### config.mk
export PLATFORM = sky130hd
export DESIGN_NAME = salc_ctrl
export DESIGN_NICKNAME = d
export VERILOG_FILES = /design/src/hw/rtl/salc_pkg.sv /design/src/hw/rtl/salc_ctrl.sv
export VERILOG_INCLUDE_DIRS = /design/src /design/src/hw/rtl
export SDC_FILE = /design/constraint.sdc
export NUM_CORES = 1
export LEC_CHECK = 0
export BUFFER_PORTS_ARGS = -buffer_cell sky130_fd_sc_hd__buf_2
export CORE_AREA = 2 2 39 41
export CTS_CLUSTER_SIZE = 10
export DETAILED_ROUTE_END_ITERATION = 12
export DIE_AREA = 0 0 41 43
export PLACE_DENSITY = 0.41
export SYNTH_ARGS = -nofsm -noshare
export SYNTH_HDL_FRONTEND = slang
export SYNTH_SLANG_ARGS = --single-unit
### constraint.sdc
create_clock -name clock -period 1.3 [get_ports clock]
set_clock_uncertainty 0.1 [all_clocks]
set_input_delay 0.13 -clock clock [delete_from_list [all_inputs] [get_ports clock]]
set_output_delay 0.13 -clock clock [all_outputs]
set_load 0.05 [all_outputs]
### src/hw/rtl/set_assoc_lru_cache_sim_macros.svh
// Assertion macros shared by the cache simulator RTL.
`ifndef SET_ASSOC_LRU_CACHE_SIM_MACROS_SVH
`define SET_ASSOC_LRU_CACHE_SIM_MACROS_SVH

`ifndef SYNTHESIS

// Same-cycle implication: when ante holds, cons must hold too.
`define SALC_ASSERT_IMP(label, clk, rst, ante, cons) \
   label: assert property (@(posedge clk) disable iff (rst) (ante) |-> (cons)) \
      else $error("cache simulator: implication violated");

// Next-cycle implication: when ante holds, cons must hold in the next cycle.
`define SALC_ASSERT_NXT(label, clk, rst, ante, cons) \
   label: assert property (@(posedge clk) disable iff (rst) (ante) |=> (cons)) \
      else $error("cache simulator: next-cycle implication violated");

`else

`define SALC_ASSERT_IMP(label, clk, rst, ante, cons)
`define SALC_ASSERT_NXT(label, clk, rst, ante, cons)

`endif

`endif

### src/hw/rtl/salc_pkg.sv
// Package with the shared types, codes and defaults of the cache simulator.
`default_nettype none

package salc_pkg;

   // Default sizes of the storage and the address.
   localparam int MAX_SET_BITS_DEF = 6;
   localparam int MAX_WAYS_DEF     = 8;
   localparam int ADDR_BITS_DEF    = 32;

   // Fixed field widths.
   localparam int OP_W      = 2;
   localparam int OUTCOME_W = 2;
   localparam int CNT_W     = 32;
   localparam int SB_W      = 7;

   // Configuration register port.
   localparam int CSR_IDX_W   = 2;
   localparam int CSR_DATA_W  = 5;
   localparam int SET_BITS_W  = 3;
   localparam int OFF_BITS_W  = 5;
   localparam int WAYS_W      = 4;

   localparam logic [CSR_IDX_W-1:0] CSR_SET_BITS = 2'd0;
   localparam logic [CSR_IDX_W-1:0] CSR_OFF_BITS = 2'd1;
   localparam logic [CSR_IDX_W-1:0] CSR_WAYS     = 2'd2;

   localparam logic [SET_BITS_W-1:0] SET_BITS_RST = 3'd4;
   localparam logic [OFF_BITS_W-1:0] OFF_BITS_RST = 5'd4;
   localparam logic [WAYS_W-1:0]     WAYS_RST     = 4'd1;

   // Access kinds.
   localparam logic [OP_W-1:0] OP_LOAD   = 2'd0;
   localparam logic [OP_W-1:0] OP_STORE  = 2'd1;
   localparam logic [OP_W-1:0] OP_MODIFY = 2'd2;
   localparam logic [OP_W-1:0] OP_NONE   = 2'd3;

   // Result outcomes.
   localparam logic [OUTCOME_W-1:0] OC_HIT   = 2'd0;
   localparam logic [OUTCOME_W-1:0] OC_MISS  = 2'd1;
   localparam logic [OUTCOME_W-1:0] OC_EVICT = 2'd2;

   // Controller states.
   typedef enum logic [1:0] {
      ST_CLEAR,
      ST_IDLE,
      ST_FIRST,
      ST_SECOND
   } salc_state_type;

   // Commands from the controller to the datapath.
   typedef struct packed {
      logic capture;
      logic clear;
      logic access;
      logic from_reg;
      logic last;
   } salc_cmd_type;

   // Status from the datapath to the controller.
   typedef struct packed {
      logic op_none;
      logic modify;
      logic clr_done;
   } salc_status_type;

endpackage

`default_nettype wire

### src/hw/rtl/salc_ctrl.sv
// Controller state machine of the cache simulator.
`default_nettype none
`include "set_assoc_lru_cache_sim_macros.svh"

module salc_ctrl
   import salc_pkg::*;
(
   input  wire logic            clock,
   input  wire logic            reset,
   input  wire logic            start,
   output logic                 busy,
   input  wire salc_status_type status,
   output salc_cmd_type         cmd
);

   salc_state_type state_ff;
   salc_state_type state_in;

   // State register; reset starts the clearing sweep.
   always_ff @(posedge clock) begin
      if (reset) begin
         state_ff <= ST_CLEAR;
      end else begin
         state_ff <= state_in;
      end
   end

   // Next state.
   always_comb begin
      state_in = state_ff;
      case (state_ff)
         ST_CLEAR: begin
            if (status.clr_done) begin
               state_in = ST_IDLE;
            end
         end
         ST_IDLE: begin
            if (start && !status.op_none) begin
               state_in = ST_FIRST;
            end
         end
         ST_FIRST: begin
            state_in = status.modify ? ST_SECOND : ST_IDLE;
         end
         ST_SECOND: begin
            state_in = ST_IDLE;
         end
         default: begin
            state_in = ST_CLEAR;
         end
      endcase
   end

   // Outputs.
   always_comb begin
      cmd  = '0;
      busy = 1'b1;
      case (state_ff)
         ST_CLEAR: begin
            cmd.clear = 1'b1;
         end
         ST_IDLE: begin
            busy        = 1'b0;
            cmd.capture = start;
         end
         ST_FIRST: begin
            cmd.access = 1'b1;
            cmd.last   = !status.modify;
         end
         ST_SECOND: begin
            cmd.access   = 1'b1;
            cmd.from_reg = 1'b1;
            cmd.last     = 1'b1;
         end
         default: begin
            cmd = '0;
         end
      endcase
   end

   // The second access of a modify always follows its first.
   `SALC_ASSERT_IMP(a_second_after_first, clock, reset, state_ff == ST_SECOND, $past(state_ff) == ST_FIRST)
   // An unused op code is taken but starts no access.
   `SALC_ASSERT_NXT(a_none_stays_idle, clock, reset, state_ff == ST_IDLE && start && status.op_none, state_ff == ST_IDLE)
   // A load or store finishes after a single access.
   `SALC_ASSERT_NXT(a_single_access, clock, reset, state_ff == ST_FIRST && !status.modify, state_ff == ST_IDLE)

endmodule

`default_nettype wire

# Word level (Yosys, flattened, before mapping)
# Index checks and enable logic that the tools add are counted.
# Widths: inputs -> output; s select.
# op_classes
eq_ne,5
muxes,10
reduce_logical,6
# op_table
cell,n
$pmux 2 s4,1
$mux 2,3
$mux 1,5
$eq 2x2->1 const B,2
$ne 2x2->1 const B,2
$eq 2x1->1 const B,1
$logic_not 1->1,2
$logic_not 2->1,1
$pmux 1 s2,1
$reduce_and 2->1,1
$reduce_or 2->1,1
$logic_and 1x1->1,1
# totals
ff_bits,2
in_bits,6
output_inout_bits,6
word_cells,22

# Depth between registers and ports, before layout
# depth
ltp_word,4
ltp_mapped,5
ltp_nobuf,5

# Least setup slack after synthesis
# Ideal clock, no wire load.
# synth_timing
path_type,register -> register
start,reg state_ff[0]
end,reg state_ff[0]
stages_incl_launch_ff,6
path_buffers,0
required_ns,1.130
setup_time_ns,0.070
path_slack_ns,-0.260
arrival_time_ns,1.390
synth_period_minus_slack_ns,1.560
cell_sequence,dfxtp_1 -> inv_1 -> ha_1 -> nor2b_1 -> or2_2 -> a21oi_1
# synth_via
elab_chain_cells,3
elab_cells_between_ends,8
classes_between,eq/ne (5); mux (1); reduce/logical (2)
# synth_rtl
item,line,rtl
from (decl),salc_ctrl.sv:16,salc_state_type state_ff;
from (signal assigned),salc_ctrl.sv:24,state_ff <= state_in;
$eq 2x1->1 / $logic_not 2->1 (equally long branches),salc_ctrl.sv:31,case (state_ff)
$ne 2x2->1 (no source line),n/a,
$reduce_and 2->1 (no source line),n/a,
# Parallel ways exist; a longest one is shown, timed or not.
# A chain may end at the register's enable or synchronous reset.

==> key figures <==
Outcome
  • Outcome: finished with violations
  • Failing checks: negative setup slack

Floorplan
  • Initial core utilization: 0.138
  • Die Area: 0.00176 sq mm
  • I/O pin count: 12
  • Rows: 14
  • Core Area: 0.00138 sq mm
  • Die height: 43 um
  • Die width: 41 um

Global route
  • Largest net degree at the start of global routing: 5
  • Initial antenna violation count: 0
  • Grt total ovfl: 0
  • Vias in the first global route: 190
  • First-pass GRT wire length: 793 um
  • Global-route usage over all layers: 0.0711

Timing
  • Slew HR: 0.845
  • Maximum clock rate: 0.709 GHz
  • Final Hold Vio Count: 0
  • Setup TNS: -0.372 ns
  • Final setup vio count: 5
  • Worst-Margin Slew: 0.230 ns
  • Hold Slack: 0.215 ns
  • Final Slew Violations: 0
  • RSZ-0062 raised after global routing: true
  • Final Cycle Share: 1.08
  • Crit path time final: 1.41 ns
  • Final worst slack: -0.110 ns

Yosys
  • Synth Instances: 23
  • Post-Syn Nets: 33
  • Synthesized area: 191 sq um
  • Distinct cells, synth: 13
  • Avg Cell Area, Syn: 8.32 sq um
  • Seq cells post-synth: 2
  • Post-synthesis sequential area ratio: 0.209
  • Yosys warns: 0

Final layout
  • Final core occ: 0.311
  • Ratio of cells with drive above 1 in the final layout: 0.756
  • Biggest regs: state_ff: 2 flops
  • Max reg flops: 2
  • Fill count: 152
  • Final nets: 53
  • Ant. Diodes: 0
  • Largest Register: state_ff
  • Area growth from synthesis to final layout: 125%

Setup path
  • CP max-delay cell: dfxtp_4
  • CP cell instances: inv_4 > ha_4 > or2_4 > buf_8
  • CP Class: reg -> out
  • Crit-path max FO: 4
  • Worst path required time: 1.07 ns
  • R2r setup slk: -0.02 ns
  • CP Capture Type: output port
  • Reg2reg start: state_ff[0]
  • Worst EP arrival: 1.18 ns
  • Crit start category: register
  • Worst Path Buf+Inv: 2
  • Worst Setup SP: state_ff[0]
  • Crit path max-delay family: flip-flops
  • CP max stage delay: 0.36 ns

Drt
  • Final WL: 502 um
  • Routed vias: 220
  • Detail Route Antenna Nets: 0
  • WL/cell: 8.81 um
  • Iteration count of the initial detailed-routing pass: 1
  • Drt via density: 3.86
  • Initial DRC Count: 0
  • Post-route DRC: 0

Clocking
  • Clock buffer count from CTS: 3
  • Worst-skew pair later-pin latency: 0.22 ns
  • Max clock buf depth: 2
  • Cell chosen for the clock root: clkbuf_4
  • Clock-pin slew on the worst setup and hold paths: 0.03 ns
  • CTS tree: done
  • H-tree depth: 1
  • CTS Sinks: 2

Placement
  • Final GP Congestion: 0.622
  • Pre-CTS WS: -0.115 ns
  • # port buffers: 11
  • Post-DP HPWL: 348 um

Pwr
  • VDD IR max: 0.507 mV
  • Power Dens Cells: 998 mW/mm^2
  • Leak: 0.193 nW

Worst hold path
  • Hold WC Path Type: in -> reg
  • Hold_sp: status[0]

Flow run
  • Max cap viols: 0
synthesized netlist by cell type:
master    instances  share of area
a21o_1            1          0.039
a21oi_1           3          0.078
or3b_1            1          0.046
ha_1              4           0.26
or2b_1            1          0.039
o21ai_0           1          0.026
mux2i_1           1          0.052
and2_2            1          0.039
nand2b_1          1          0.033
or2_2             2          0.065
dfxtp_1           2           0.21
nor2b_1           1          0.033
inv_1             4          0.078
report_power, final:
part | internal (mW) | switching [mW] | total [mW]
registers | 0.0683 | 0.0103 | 0.0785
clock network | 0.102 | 0.0336 | 0.135
logic | 0.103 | 0.113 | 0.216
cells in the final DEF, fill, tap and decap left out:
cell type	Yosys	final
a21oi_2	0	1
o21ai_0	1	1
nor2b_1	1	1
or2_4	0	2
clkbuf_4	0	5
mux2i_1	1	1
a21o_2	0	1
or3b_1	1	1
a21oi_1	3	2
inv_1	4	1
dlygate4sd3_1	0	1
and2_4	0	1
ha_2	0	1
buf_6	0	2
dfxtp_4	0	2
nand2b_1	1	1
or2b_1	1	1
buf_4	0	2
inv_2	0	1
buf_2	0	5
inv_4	0	2
ha_4	0	3
buf_8	0	3
timing repair:
item	4_1_cts	5_1_grt
cloned	0	0
hold buffers	1	0
endpoints found under the setup margin	8	8
hold endpoints to repair	1	0
buffers inserted	1	1
gates resized for setup	28	2
pin swaps	3	2
logic make-up after synthesis:
| family | after synthesis | synth area share |
|---|---|---|
| simple gates | 7 | 0.255 |
| flops | 2 | 0.209 |
| fa+ha+maj | 4 | 0.261 |
| mux | 1 | 0.0523 |
| compound gates | 5 | 0.144 |
| buf+inv | 4 | 0.0784 |
layer usage:
layer  GRT usage  routed length, um
met4      0.0200                  0
met3      0.0628                 47
met5           0                  0
met1      0.0764                213
met2       0.100                241
cell type report:
class | count | area, sq um | area share
Tap cell | 16 | 20.0 | 0.0465
Sequential cell | 2 | 47.5 | 0.110
Timing Repair Buffer | 15 | 133 | 0.308
Clock buffer | 3 | 22.5 | 0.0523
Multi-Input combinational cell | 17 | 188 | 0.436
Inverter | 4 | 20.0 | 0.0465
path summary, 6_finish.rpt:
kind	endpoint	cells after the start
setup / recovery	cmd[2]	4
hold / removal	state_ff[1]	4
setup reg to reg	state_ff[0]	5
hold reg to reg	state_ff[0]	2
worst reg2reg max path, cell delays in order (launching register included):
cell and delay [ns]:
dfxtp_4 0.35, buf_4 0.14, ha_4 0.16, buf_4 0.14, or2_4 0.24, a21oi_2 0.12
per-stage QoR:
stage	area, sq um	std cells	total power, mW
after floorplan	208	23	0.195
after global placement	290	51	0.226
after detailed placement	290	51	0.225
after CTS	418	56	0.430
after global routing	430	57	0.470
final	430	57	0.430
Power figures use the tool's default switching activity.
